[config.mk]
export PLATFORM = sky130hd
export DESIGN_NAME = four_step_pitch_sequencer_unit
export DESIGN_NICKNAME = d
export VERILOG_FILES = /design/src/rtl/fsps_pkg.sv /design/src/rtl/fsps_div.sv /design/src/rtl/four_step_pitch_sequencer_unit.sv
export VERILOG_INCLUDE_DIRS = /design/src /design/src/rtl
export SDC_FILE = /design/constraint.sdc
export NUM_CORES = 1
export LEC_CHECK = 0
export ABC_CLOCK_PERIOD_IN_PS = 5000
export BUFFER_PORTS_ARGS = -buffer_cell sky130_fd_sc_hd__buf_2
export CORE_MARGIN = 3
export CORE_UTILIZATION = 60
export DETAILED_ROUTE_END_ITERATION = 8
export GPL_TIMING_DRIVEN = 1
export PLACE_DENSITY = 0.8
export SYNTH_ARGS = -nofsm -noshare
export SYNTH_HDL_FRONTEND = slang
export SYNTH_SLANG_ARGS = --single-unit
[constraint.sdc]
create_clock -name clk_i -period 5 [get_ports clk_i]
set_input_delay 0.75 -clock clk_i [delete_from_list [all_inputs] [get_ports clk_i]]
set_output_delay 0.75 -clock clk_i [all_outputs]
set_load 0.005 [all_outputs]
[src/rtl/four_step_pitch_sequencer_unit_defines.svh]
// ----------------------------------------------------------------------------
// Four-step pitch sequencer assertion macros
// Concurrent assertion helpers shared by the sequencer RTL.
// ----------------------------------------------------------------------------
`ifndef FOUR_STEP_PITCH_SEQUENCER_UNIT_DEFINES_SVH
`define FOUR_STEP_PITCH_SEQUENCER_UNIT_DEFINES_SVH

`ifndef SYNTHESIS
// Assertion clocked by clk_i and disabled while rst_ni is low.
`define FSPS_ASSERT(lbl, prop, msg) \
  lbl: assert property (@(posedge clk_i) disable iff (!rst_ni) (prop)) else $error(msg);
// Assertion clocked by clk_i that also holds during reset.
`define FSPS_ASSERT_ALWAYS(lbl, prop, msg) \
  lbl: assert property (@(posedge clk_i) (prop)) else $error(msg);
`else
`define FSPS_ASSERT(lbl, prop, msg)
`define FSPS_ASSERT_ALWAYS(lbl, prop, msg)
`endif

`endif

[src/rtl/fsps_pkg.sv]
// ----------------------------------------------------------------------------
// Four-step pitch sequencer package
// Types and constants shared by the sequencer and its serial divider.
// ----------------------------------------------------------------------------
`timescale 1ns / 1ps

package fsps_pkg;

  localparam int unsigned DIVIDEND_W = 31;
  localparam int unsigned DIVISOR_W  = 16;
  localparam int unsigned BEAT_W     = 34;
  localparam int unsigned PHASE_W    = 32;
  localparam int unsigned PITCH_W    = 16;
  localparam int unsigned LFSR_W     = 16;

  localparam logic [PHASE_W-1:0] SAMPLE_STEP = 32'd256;
  localparam logic [PHASE_W-1:0] SPS_RESET   = 32'd6144000;
  localparam logic [15:0]        BPS_RESET   = 16'd256;
  localparam logic [LFSR_W-1:0]  LFSR_SEED   = 16'hACE1;
  localparam logic [LFSR_W-1:0]  LFSR_TAPS   = 16'hB400;

  localparam logic [2:0] MODE_FORWARD  = 3'd0;
  localparam logic [2:0] MODE_BACKWARD = 3'd1;
  localparam logic [2:0] MODE_RANDOM   = 3'd2;
  localparam logic [2:0] MODE_PINGPONG = 3'd3;
  localparam logic [2:0] MODE_LOOP2    = 3'd4;
  localparam logic [2:0] MODE_LOOP3    = 3'd5;
  localparam logic [2:0] MODE_LOOP4    = 3'd6;

  localparam logic [2:0] REG_ORDER_MODE  = 3'd0;
  localparam logic [2:0] REG_SAMPLES     = 3'd1;
  localparam logic [2:0] REG_BEATS       = 3'd2;
  localparam logic [2:0] REG_HOST_SYNC   = 3'd3;
  localparam logic [2:0] REG_ENABLED     = 3'd4;
  localparam logic [2:0] REG_PITCH_TABLE = 3'd5;

  typedef enum logic [1:0] {
    ST_IDLE,
    ST_DIVIDE,
    ST_FINISH
  } seq_state_e;

  typedef struct packed {
    logic                  start;
    logic [DIVIDEND_W-1:0] dividend;
    logic [DIVISOR_W-1:0]  divisor;
  } div_req_t;

  typedef struct packed {
    logic                  busy;
    logic [DIVIDEND_W-1:0] quotient;
  } div_rsp_t;

endpackage

[src/rtl/fsps_div.sv]
// ----------------------------------------------------------------------------
// Serial unsigned divider
// Restoring division that retires one quotient bit per clock cycle.
// ----------------------------------------------------------------------------
`timescale 1ns / 1ps

module fsps_div (
  input  logic               clk_i,
  input  logic               rst_ni,
  input  fsps_pkg::div_req_t req_i,
  output fsps_pkg::div_rsp_t rsp_o
);

  localparam int unsigned CNT_W = $clog2(fsps_pkg::DIVIDEND_W);

  logic                            busy_q, busy_d;
  logic [CNT_W-1:0]                cnt_q, cnt_d;
  logic [fsps_pkg::DIVISOR_W-1:0]  rem_q, rem_d;
  logic [fsps_pkg::DIVIDEND_W-1:0] quo_q, quo_d;
  logic [fsps_pkg::DIVISOR_W-1:0]  dsr_q, dsr_d;
  logic [fsps_pkg::DIVISOR_W:0]    trial;
  logic [fsps_pkg::DIVISOR_W:0]    diff;
  logic                            fits;

  always_comb begin
    trial = {rem_q, quo_q[fsps_pkg::DIVIDEND_W-1]};
    diff  = trial - {1'b0, dsr_q};
    fits  = trial >= {1'b0, dsr_q};
    busy_d = busy_q;
    cnt_d  = cnt_q;
    rem_d  = rem_q;
    quo_d  = quo_q;
    dsr_d  = dsr_q;
    if (req_i.start) begin
      busy_d = 1'b1;
      cnt_d  = CNT_W'(fsps_pkg::DIVIDEND_W - 1);
      rem_d  = '0;
      quo_d  = req_i.dividend;
      dsr_d  = req_i.divisor;
    end else if (busy_q) begin
      rem_d = fits ? diff[fsps_pkg::DIVISOR_W-1:0] : trial[fsps_pkg::DIVISOR_W-1:0];
      quo_d = {quo_q[fsps_pkg::DIVIDEND_W-2:0], fits};
      cnt_d = cnt_q - CNT_W'(1);
      if (cnt_q == '0) begin
        busy_d = 1'b0;
      end
    end
  end

  always_ff @(posedge clk_i or negedge rst_ni) begin
    if (!rst_ni) begin
      busy_q <= 1'b0;
      cnt_q  <= '0;
    end else begin
      busy_q <= busy_d;
      cnt_q  <= cnt_d;
    end
  end

  always_ff @(posedge clk_i) begin
    rem_q <= rem_d;
    quo_q <= quo_d;
    dsr_q <= dsr_d;
  end

  assign rsp_o.busy     = busy_q;
  assign rsp_o.quotient = quo_q;

endmodule

[src/rtl/four_step_pitch_sequencer_unit.sv]
// ----------------------------------------------------------------------------
// Four-step pitch sequencer
// Returns the pitch of the current step for each sample item (zero while
// disabled) and advances the step by free-run phase, host song position or manual trigger.
// ----------------------------------------------------------------------------
//  Channel  Direction  Handshake             Payload
//  in       sink       in_valid_i/in_stall_o action, tempo, transport, position
//  out      source     out_valid_o/out_stall_i pitch_offset, step_index
//  cfg      sink       cfg_we_i              cfg_index_i, cfg_data_i
//
// A trigger item is taken in the idle state. A free-run or disabled sample
// item goes on to the finish state; a host-sync sample item first passes the
// divide state, where the serial divider forms the 31-bit step-beat number one
// quotient bit per cycle. The input is stalled while an item is in progress;
// a stalled result holds the block in the finish state. Reset is asynchronous.
// ----------------------------------------------------------------------------
`timescale 1ns / 1ps
`include "four_step_pitch_sequencer_unit_defines.svh"

module four_step_pitch_sequencer_unit (
  input  logic        clk_i,
  input  logic        rst_ni,
  input  logic        cfg_we_i,
  input  logic [2:0]  cfg_index_i,
  input  logic [63:0] cfg_data_i,
  input  logic        in_valid_i,
  output logic        in_stall_o,
  input  logic        action_i,
  input  logic        tempo_positive_i,
  input  logic        transport_playing_i,
  input  logic signed [39:0] song_position_i,
  output logic        out_valid_o,
  input  logic        out_stall_i,
  output logic signed [15:0] pitch_offset_o,
  output logic [1:0]  step_index_o
);

  fsps_pkg::seq_state_e state_q, state_d;

  logic [2:0]                   order_mode_q;
  logic [fsps_pkg::PHASE_W-1:0] samples_q;
  logic [15:0]                  beats_q;
  logic                         host_sync_q;
  logic                         enabled_q;
  logic [63:0]                  pitch_table_q;

  logic [1:0]                   current_step_q;
  logic                         ping_dir_q;
  logic [fsps_pkg::PHASE_W-1:0] phase_q;
  logic [fsps_pkg::BEAT_W-1:0]  last_beat_q;
  logic [fsps_pkg::LFSR_W-1:0]  lfsr_q;
  logic                         sync_q;
  logic                         neg_q;

  logic                         out_valid_q;
  logic [fsps_pkg::PITCH_W-1:0] pitch_q;
  logic [1:0]                   step_out_q;

  fsps_pkg::div_req_t div_req;
  fsps_pkg::div_rsp_t div_rsp;

  logic        in_fire;
  logic        sync_path;
  logic        out_free;
  logic        finish_fire;
  logic        trig_fire;
  logic [31:0] pos_beats;

  logic [1:0]                   adv_step;
  logic                         adv_dir;
  logic [fsps_pkg::LFSR_W-1:0]  adv_lfsr;
  logic [fsps_pkg::LFSR_W-1:0]  lfsr_shift;

  logic [fsps_pkg::BEAT_W-1:0]  beat_num;
  logic                         sync_adv;
  logic [fsps_pkg::PHASE_W:0]   phase_sum;
  logic [fsps_pkg::PHASE_W-1:0] period;
  logic                         free_adv;
  logic [fsps_pkg::PHASE_W:0]   phase_wrap;
  logic [fsps_pkg::PHASE_W-1:0] phase_next;
  logic                         do_adv;
  logic [1:0]                   sel_step;

  assign in_fire   = in_valid_i && !in_stall_o;
  assign sync_path = enabled_q && host_sync_q && transport_playing_i && tempo_positive_i;
  assign out_free  = !out_valid_q || !out_stall_i;
  assign trig_fire = in_fire && action_i && enabled_q;
  assign pos_beats = song_position_i[39:8];

  always_comb begin
    state_d = state_q;
    unique case (state_q)
      fsps_pkg::ST_IDLE: begin
        if (in_fire && !action_i) begin
          state_d = sync_path ? fsps_pkg::ST_DIVIDE : fsps_pkg::ST_FINISH;
        end
      end
      fsps_pkg::ST_DIVIDE: begin
        if (!div_rsp.busy) begin
          state_d = fsps_pkg::ST_FINISH;
        end
      end
      fsps_pkg::ST_FINISH: begin
        if (out_free) begin
          state_d = fsps_pkg::ST_IDLE;
        end
      end
      default: state_d = fsps_pkg::ST_IDLE;
    endcase
  end

  always_comb begin
    in_stall_o       = (state_q != fsps_pkg::ST_IDLE);
    finish_fire      = (state_q == fsps_pkg::ST_FINISH) && out_free;
    div_req.start    = in_fire && !action_i && sync_path;
    div_req.dividend = pos_beats[31] ? ~pos_beats[30:0] : pos_beats[30:0];
    div_req.divisor  = (beats_q == '0) ? 16'd1 : beats_q;
  end

  fsps_div u_div (
    .clk_i  (clk_i),
    .rst_ni (rst_ni),
    .req_i  (div_req),
    .rsp_o  (div_rsp)
  );

  always_comb begin
    lfsr_shift = lfsr_q >> 1;
    adv_lfsr   = lfsr_q[0] ? (lfsr_shift ^ fsps_pkg::LFSR_TAPS) : lfsr_shift;
    adv_step   = current_step_q;
    adv_dir    = ping_dir_q;
    unique case (order_mode_q)
      fsps_pkg::MODE_FORWARD, fsps_pkg::MODE_LOOP4: adv_step = current_step_q + 2'd1;
      fsps_pkg::MODE_BACKWARD: adv_step = current_step_q - 2'd1;
      fsps_pkg::MODE_RANDOM:   adv_step = adv_lfsr[1:0];
      fsps_pkg::MODE_PINGPONG: begin
        if (ping_dir_q) begin
          if (current_step_q >= 2'd2) begin
            adv_step = 2'd3;
            adv_dir  = 1'b0;
          end else begin
            adv_step = current_step_q + 2'd1;
          end
        end else begin
          if (current_step_q <= 2'd1) begin
            adv_step = 2'd0;
            adv_dir  = 1'b1;
          end else begin
            adv_step = current_step_q - 2'd1;
          end
        end
      end
      fsps_pkg::MODE_LOOP2: adv_step = {1'b0, ~current_step_q[0]};
      fsps_pkg::MODE_LOOP3: begin
        unique case (current_step_q)
          2'd0:    adv_step = 2'd1;
          2'd1:    adv_step = 2'd2;
          2'd2:    adv_step = 2'd0;
          default: adv_step = 2'd1;
        endcase
      end
      default: adv_step = current_step_q;
    endcase
  end

  always_comb begin
    beat_num   = neg_q ? ~{3'b000, div_rsp.quotient} : {3'b000, div_rsp.quotient};
    sync_adv   = (beat_num != last_beat_q) && !last_beat_q[fsps_pkg::BEAT_W-1];
    period     = (samples_q < fsps_pkg::SAMPLE_STEP) ? fsps_pkg::SAMPLE_STEP : samples_q;
    phase_sum  = {1'b0, phase_q} + {1'b0, fsps_pkg::SAMPLE_STEP};
    free_adv   = phase_sum >= {1'b0, period};
    phase_wrap = phase_sum - {1'b0, period};
    phase_next = free_adv ? phase_wrap[fsps_pkg::PHASE_W-1:0]
                          : phase_sum[fsps_pkg::PHASE_W-1:0];
    do_adv     = trig_fire ||
                 (finish_fire && enabled_q && (sync_q ? sync_adv : free_adv));
    sel_step   = do_adv ? adv_step : current_step_q;
  end

  always_ff @(posedge clk_i or negedge rst_ni) begin
    if (!rst_ni) begin
      state_q <= fsps_pkg::ST_IDLE;
    end else begin
      state_q <= state_d;
    end
  end

  always_ff @(posedge clk_i or negedge rst_ni) begin
    if (!rst_ni) begin
      order_mode_q   <= fsps_pkg::MODE_FORWARD;
      samples_q      <= fsps_pkg::SPS_RESET;
      beats_q        <= fsps_pkg::BPS_RESET;
      host_sync_q    <= 1'b0;
      enabled_q      <= 1'b0;
      pitch_table_q  <= '0;
      current_step_q <= '0;
      ping_dir_q     <= 1'b1;
      phase_q        <= '0;
      last_beat_q    <= '1;
      lfsr_q         <= fsps_pkg::LFSR_SEED;
      sync_q         <= 1'b0;
      neg_q          <= 1'b0;
      out_valid_q    <= 1'b0;
    end else begin
      if (cfg_we_i) begin
        unique case (cfg_index_i)
          fsps_pkg::REG_ORDER_MODE:  order_mode_q  <= cfg_data_i[2:0];
          fsps_pkg::REG_SAMPLES:     samples_q     <= cfg_data_i[31:0];
          fsps_pkg::REG_BEATS:       beats_q       <= cfg_data_i[15:0];
          fsps_pkg::REG_HOST_SYNC:   host_sync_q   <= cfg_data_i[0];
          fsps_pkg::REG_ENABLED: begin
            enabled_q <= cfg_data_i[0];
            if (!cfg_data_i[0]) begin
              current_step_q <= '0;
              ping_dir_q     <= 1'b1;
              phase_q        <= '0;
              last_beat_q    <= '1;
            end
          end
          fsps_pkg::REG_PITCH_TABLE: pitch_table_q <= cfg_data_i;
          default: ;
        endcase
      end
      if (in_fire && !action_i) begin
        sync_q <= sync_path;
        neg_q  <= pos_beats[31];
      end
      if (do_adv) begin
        current_step_q <= adv_step;
        ping_dir_q     <= adv_dir;
        if (order_mode_q == fsps_pkg::MODE_RANDOM) begin
          lfsr_q <= adv_lfsr;
        end
      end
      if (finish_fire && enabled_q) begin
        if (sync_q) begin
          last_beat_q <= beat_num;
        end else begin
          phase_q <= phase_next;
        end
      end
      if (finish_fire) begin
        out_valid_q <= 1'b1;
      end else if (!out_stall_i) begin
        out_valid_q <= 1'b0;
      end
    end
  end

  always_ff @(posedge clk_i) begin
    if (finish_fire) begin
      pitch_q    <= enabled_q ? pitch_table_q[16*sel_step +: 16] : '0;
      step_out_q <= sel_step;
    end
  end

  assign out_valid_o    = out_valid_q;
  assign pitch_offset_o = pitch_q;
  assign step_index_o   = step_out_q;

  `FSPS_ASSERT(a_div_busy_in_divide, div_rsp.busy |-> (state_q == fsps_pkg::ST_DIVIDE), "divider busy outside divide state")
  `FSPS_ASSERT(a_disabled_cleared, !enabled_q |-> (phase_q == '0 && current_step_q == '0 && ping_dir_q), "run state not cleared while disabled")
  `FSPS_ASSERT(a_lfsr_nonzero, lfsr_q != '0, "random generator reached the all-zero state")
  `FSPS_ASSERT(a_result_from_finish, $rose(out_valid_q) |-> ($past(state_q) == fsps_pkg::ST_FINISH), "result raised outside the finish state")

endmodule

* After elaboration in Yosys (flattened, before gate mapping)
Index checks and enable logic that the tools add are counted.
Storage, ports and cells: register bits 294, bits of input ports 115, output and inout port bits 20, logic and storage cells 148
Operators by class: add/sub/neg operators 6, magnitude comparators 5, equal/unequal tests 22, shift operators 1, mux-type cells 49, bitwise logic cells 4, reduce and logical (&&, ||, !) cells 39
Operators with widths (number):
- 32-bit 2-to-1 mux | 7
- 34-bit 2-to-1 mux | 6
- 31-bit 2-to-1 mux | 3
- 64-bit by 7-bit variable part select with 16-bit output | 1
- 34-bit != test | 1
- 31-bit NOT with 34-bit output | 1
- 32-bit by 9-bit adder with 33-bit output (second input constant) | 1
- 33-bit by 32-bit >= comparator with 1-bit output | 1
- 32-bit by 9-bit less-than comparator with 1-bit output (second input constant) | 1
- 16-bit 2-to-1 mux | 2
- 32-bit subtractor | 1
- 31-bit NOT | 1
- 2-bit 2-to-1 mux | 12
- 17-bit by 16-bit >= comparator with 1-bit output | 1
- 16-bit zero test | 1
- 16-bit subtractor | 1
- 3-bit equality test (second input constant) | 5
- 1-bit 2-to-1 mux | 14
- 2-bit AND reduction | 7
- 3-bit by 2-bit equality test with 1-bit output (second input constant) | 4
- 1-bit logical AND | 12
- 2-bit case mux with 6 select lines | 1
- 5-bit 2-to-1 mux | 2
- 2-bit nonzero test | 4
- other kinds (22) | 36

* Depth between registers and ports, before layout
depth after elaboration 9, depth in mapped cells 19, mapped depth without buffers 16

* Hierarchy
A second synthesis with hierarchy kept.
Second synthesis, totals: cells, all modules 1546, area, all modules 16553.4 um^2
By module, submodules not included:
- four_step_pitch_sequencer_unit | instances 1, cells each 1223, area an instance 12849.8 um^2, seq. area each 5784.3 um^2
- fsps_div | instances 1, cells each 323, area an instance 3703.6 um^2, seq. area each 1881.8 um^2

* Least setup slack after synthesis
No wires, ideal clock.
path kind register -> register, from reg phase_q[8] in the netlist's numbering, to reg pitch_q, in the netlist pitch_offset_o[14], data pin, library setup time 277 ps, arrival 3988 ps, data required time 4723 ps, setup slack 736 ps, cell stages (with the launch flop) 19, path buffers 2, clock period less this slack 4264 ps, path through dfrtp_1 -> ha_1 -> nand4_2 -> nor3_4 -> and2_1 -> nand4_1 -> xnor2_1 -> ha_1 -> a21o_1 -> a21o_1 -> a21oi_1 -> o21ai_0 -> or2_2 -> o21ai_2 -> and3_1 -> or3b_1 -> clkbuf_1 -> clkbuf_1 -> o22ai_1
Between the ends: word-level cells in the longest chain between the ends 7
RTL lines:
- start: declaration | line four_step_pitch_sequencer_unit.sv:49 | logic [fsps_pkg::PHASE_W-1:0] phase_q;
- start signal: assignment | line four_step_pitch_sequencer_unit.sv:239 | phase_q <= phase_next;
- 32-bit by 9-bit adder with 33-bit output | line four_step_pitch_sequencer_unit.sv:170 | phase_sum = {1'b0, phase_q} + {1'b0, fsps_pkg::SAMPLE_STEP};
- 33-bit by 32-bit >= comparator with 1-bit output | line four_step_pitch_sequencer_unit.sv:171 | free_adv = phase_sum >= {1'b0, period};
- 1-bit 2-to-1 mux | line four_step_pitch_sequencer_unit.sv:176 | (finish_fire && enabled_q && (sync_q ? sync_adv : free_adv));
- 1-bit logical AND | line four_step_pitch_sequencer_unit.sv:176
- 1-bit logical OR | line four_step_pitch_sequencer_unit.sv:175 | do_adv = trig_fire ||
- 2-bit 2-to-1 mux | line four_step_pitch_sequencer_unit.sv:177 | sel_step = do_adv ? adv_step : current_step_q;
- 64-bit by 7-bit variable part select with 16-bit output | line four_step_pitch_sequencer_unit.sv:252 | pitch_q <= enabled_q ? pitch_table_q[16*sel_step +: 16] : '0;
- end signal: assignment | line four_step_pitch_sequencer_unit.sv:252
- end: declaration | line four_step_pitch_sequencer_unit.sv:56 | logic [fsps_pkg::PITCH_W-1:0] pitch_q;
Every way passes these cells. A chain may end at the register's enable or synchronous reset.

* Worst setup path in the final report
from reg samples_q[12] in the netlist's numbering, to reg pitch_q, in the netlist pitch_offset_o[11], data pin
Between the ends: word-level cells in the longest chain between the ends 8
RTL lines:
- start: declaration | line four_step_pitch_sequencer_unit.sv:41 | logic [fsps_pkg::PHASE_W-1:0] samples_q;
- start signal: assignment | line four_step_pitch_sequencer_unit.sv:191 | samples_q <= fsps_pkg::SPS_RESET;
- start signal: assignment | line four_step_pitch_sequencer_unit.sv:208 | fsps_pkg::REG_SAMPLES: samples_q <= cfg_data_i[31:0];
- 32-bit by 9-bit less-than comparator with 1-bit output | line four_step_pitch_sequencer_unit.sv:169 | period = (samples_q < fsps_pkg::SAMPLE_STEP) ? fsps_pkg::SAMPLE_STEP : samples_q;
- 32-bit 2-to-1 mux * | line four_step_pitch_sequencer_unit.sv:169
- 33-bit by 32-bit >= comparator with 1-bit output * | line four_step_pitch_sequencer_unit.sv:171
- 1-bit 2-to-1 mux * | line four_step_pitch_sequencer_unit.sv:176
- 1-bit logical AND * | line four_step_pitch_sequencer_unit.sv:176
- 1-bit logical OR * | line four_step_pitch_sequencer_unit.sv:175
- 2-bit 2-to-1 mux * | line four_step_pitch_sequencer_unit.sv:177
- 64-bit by 7-bit variable part select with 16-bit output * | line four_step_pitch_sequencer_unit.sv:252
Every way passes the cells marked *; elsewhere a longest branch is shown, timed or not.

==> reports/metrics.csv <==
stage,metric,value,unit
cts,cts_tree,built,
worst_setup_path,worstSetupStartpointType,flip-flop,
synthesis,yosys_warnings,0,
worst_hold_path,worst_hold_path_type,in2async,
synthesis,syn_area_per_cell,10.56,sq um
cts,cts_buffers,31,
synthesis,yosysMostFrequentCell,dfrtp_1,
worst_setup_path,crit_path_end_kind,flip-flop,
sta,setup_ws,317.0,ps
synthesis,synthArstFlopShare,72.45,%
die,core_area,0.02643,sq mm
synthesis,synth_edf_count,65,
power,peakVddDrop,465.8,uV
routing,routed_wl,39280,um
sta,slew_headroom,24.36,%
power,power.leakage,8.127,nW
sta,rsz0062_at_grt,no,
die,dieArea,0.02926,sq mm
sta,worst_pin_slew,1128,ps
worst_setup_path,critPathMaxFanout,14,
cells_and_area,fillers,1915,
routing,wl_per_cell,19.45,um
placement,dp_hpwl,27510,um
die,dieHeight,171.0,um
synthesis,synthTopCellsByArea,"dfrtp_1 (25%), edfxtp_1 (12%), dfstp_2 (8.2%), mux2_2 (7.0%), ha_1 (4.4%)",
worst_setup_path,crit_slowest_cell,or4_1,
worst_setup_path,crit_type,reg2reg,
global_routing,grt_use_total,26.25,%
power,p_per_area,576.2,mW/mm^2
worst_setup_path,slowest_delay,590,ps
global_routing,antenna_found_initial,1,
power,power.total,10.65,mW
placement,dp_cells,1956,
worst_setup_path,arrival,4970,ps
synthesis,syn_inst,1548,
synthesis,ys.flop_type,dfrtp_1,
routing,drtIter0Drc,1330,
sta,timing.final.crit_period,4683,ps
synthesis,synth_area,0.01634,sq mm
cts,cts.sinks,294,
cells_and_area,n_antenna_cell,0,
sta,finalSetupViolations,0,
sta,final_hold_viol_count,0,
cts,insertion_delay,570,ps
sta,hold_slack,187.3,ps
die,die_w,171.0,um
cts,ctsHoldBuffers,0,
synthesis,synth_commonest_cells,"dfrtp_1 (162), nand2_1 (147), o21ai_0 (117)",
placement,preCtsSetupSlack,284.9,ps
die,ioPinCount,135,
worst_setup_path,cp_data_required_time,5290,ps
routing,ant_nets,0,
synthesis,synth_cell_type_count,89,
sta,fmax,213.5,MHz
routing,first_pass_iters,6,
worst_setup_path,reg2reg_slack,320,ps
cts,cts.reportedPaths.clkPinSlew,60,ps
sta,slew_violations,0,
worst_setup_path,crit_family,simple AND/OR/NAND/NOR gates,
synthesis,yosysSeqAreaShare,46.90,%
global_routing,grt_max_degree,110,
cells_and_area,finalNetCount,1834,
synthesis,synth_top_area_share,24.80,%
worst_setup_path,crit_chain,nor4_1 > nand4_1 > nand3b_1 > nor2b_1 > ha_1 > a21o_1 > nor4_1 > and3_1 > o41ai_2 > a311oi_1 > or4_1 > o211ai_4 > buf_12 > buf_12 > mux2i_1 > o22ai_1,
synthesis,ys_ff_latch,294,
cts,cts_root_buf,clkbuf_16,
placement,place_congestion,0.9105,
cts,max-clock-path-buffers,3,
global_routing,grt_pass1_vias,12062,
placement,numPortBuffers,126,
cells_and_area,syn2layout_area_growth,13.04,%
cts,htreeDepth,1,
sta,clock_skew,21.70,ps
synthesis,synth_nets,1722,
sta,finalCritPeriodShare,93.66,%
run,maxCapViolCount,0,
worst_setup_path,cp.buffers_inverters,2,
routing,viasPerCell,6.097,
sta,setup_tns,0,ps
cells_and_area,drive_gt1_share,24.45,%
routing,post-route-drc-count,0,
synthesis,synth_area_leader_cell,dfrtp_1,
die,initial_core_util,61.85,%
die,num_rows,59,
routing,vias,12315,
status,status,"complete, no violations",
global_routing,grt_pass1_wl,62260,um
global_routing,gr-total-overflow,0,
cells_and_area,final_cells,2020,
[per-stage QoR]
step	area, sq um	utilization (%)
after floorplan	16340	-
after global placement	17320	65.54
after detailed placement	17320	65.54
after CTS	18410	69.64
after global routing	18480	69.91
final	18480	69.91
[metal layers]
layer	wire length, um	global-route usage, %	part of all wire (%)	up-vias
met4	1066	7.768	2.7	2
met2	18760	43.15	48	399
met3	2235	4.136	5.7	91
met1	17200	36.36	44	6046
met5	10	0	0.025	-
li1	-	-	-	5777
[placed cells by master (no fill, tap or decap), drive strengths merged, types with 7 or more instances in the layout]
cell	instances
nand2b	8
nand2	148
buf	158
o21ai	121
a22o	9
nand3	30
a21o	17
edfxtp	65
dfstp	51
nor2b	11
o22a	34
mux2	111
dfxtp	16
inv	95
nor2	50
ha	57
dfrtp	162
or2	12
and3	11
o31ai	7
clkbuf	38
a21oi	56
o22ai	33
nor4	15
xnor2	74
nand4	22
xor2	66
o21a	9
mux2i	57
clkinv	11
nor3	22
[sequential cells by signal, indices dropped and copies added, names as in the netlist]
| register | count |
|---|---|
| beats_q | 16 |
| current_step_q | 2 |
| enabled_q | 1 |
| host_sync_q | 1 |
| last_beat_q | 34 |
| lfsr_q | 16 |
| neg_q | 1 |
| order_mode_q | 3 |
| out_valid_o | 1 |
| phase_q | 32 |
| ping_dir_q | 1 |
| pitch_offset_o | 16 |
| pitch_table_q | 64 |
| samples_q | 32 |
| state_q | 2 |
| step_index_o | 2 |
| sync_q | 1 |
| u_div.busy_q | 1 |
| u_div.cnt_q | 5 |
| u_div.dsr_q | 16 |
| u_div.quo_q | 31 |
| u_div.rem_q | 16 |
[power by group]
part           switching, mW  leakage (nW)  internal (mW)
Sequential             0.674          3.30           3.30
Clock                  0.987         0.528           1.42
Combinational           2.32          4.30           1.94
Total                   3.98          8.13           6.66
[final timing paths]
path | cells past startpoint | from | endpoint
min in group clk_i | 2 | cfg_data_i[59] | pitch_table_q[59]$_DFFE_PN0P_
worst max-delay path | 16 | samples_q[12]$_DFFE_PN0P_ | pitch_offset_o[11]$_SDFFCE_PN0P_
max in group asynchronous | 2 | rst_ni | samples_q[22]$_DFFE_PN1P_
worst min-delay path | 1 | rst_ni | lfsr_q[1]$_DFFE_PN0P_
worst min register to register | 0 | beats_q[13]$_DFFE_PN0P_ | u_div.dsr_q[13]$_SDFFCE_PN0P_
worst max register to register | 16 | samples_q[12]$_DFFE_PN0P_ | pitch_offset_o[11]$_SDFFCE_PN0P_
[logic make-up after synthesis]
logic type | after synthesis | synth area share, %
AOI/OAI and AO/OA | 356 | 14.32
xor gates and xnor gates | 140 | 7.502
adders and majority gates | 59 | 4.608
buffers and inverters | 173 | 4.287
DFF | 294 | 46.90
muxes | 169 | 11.51
and+or+nand+nor | 357 | 10.88
[area by class of cell]
type                            count  area (sq um)  area share [%]
Inverter                           93         349.1           1.889
Tap cell                          335         419.2           2.269
Sequential cell                   294          7667           41.50
Clock buffer                       37         882.1           4.774
Timing Repair Buffer              159         949.7           5.140
Multi-Input combinational cell   1081          8005           43.33
Clock inverter                     21         202.7           1.097
[what timing repair did]
action | CTS | global route
buffers inserted | 0 | 6
gates resized for setup | 0 | 0
setup endpoints to repair | 0 | 10
No activity file was read; power rests on OpenSTA's default activity.
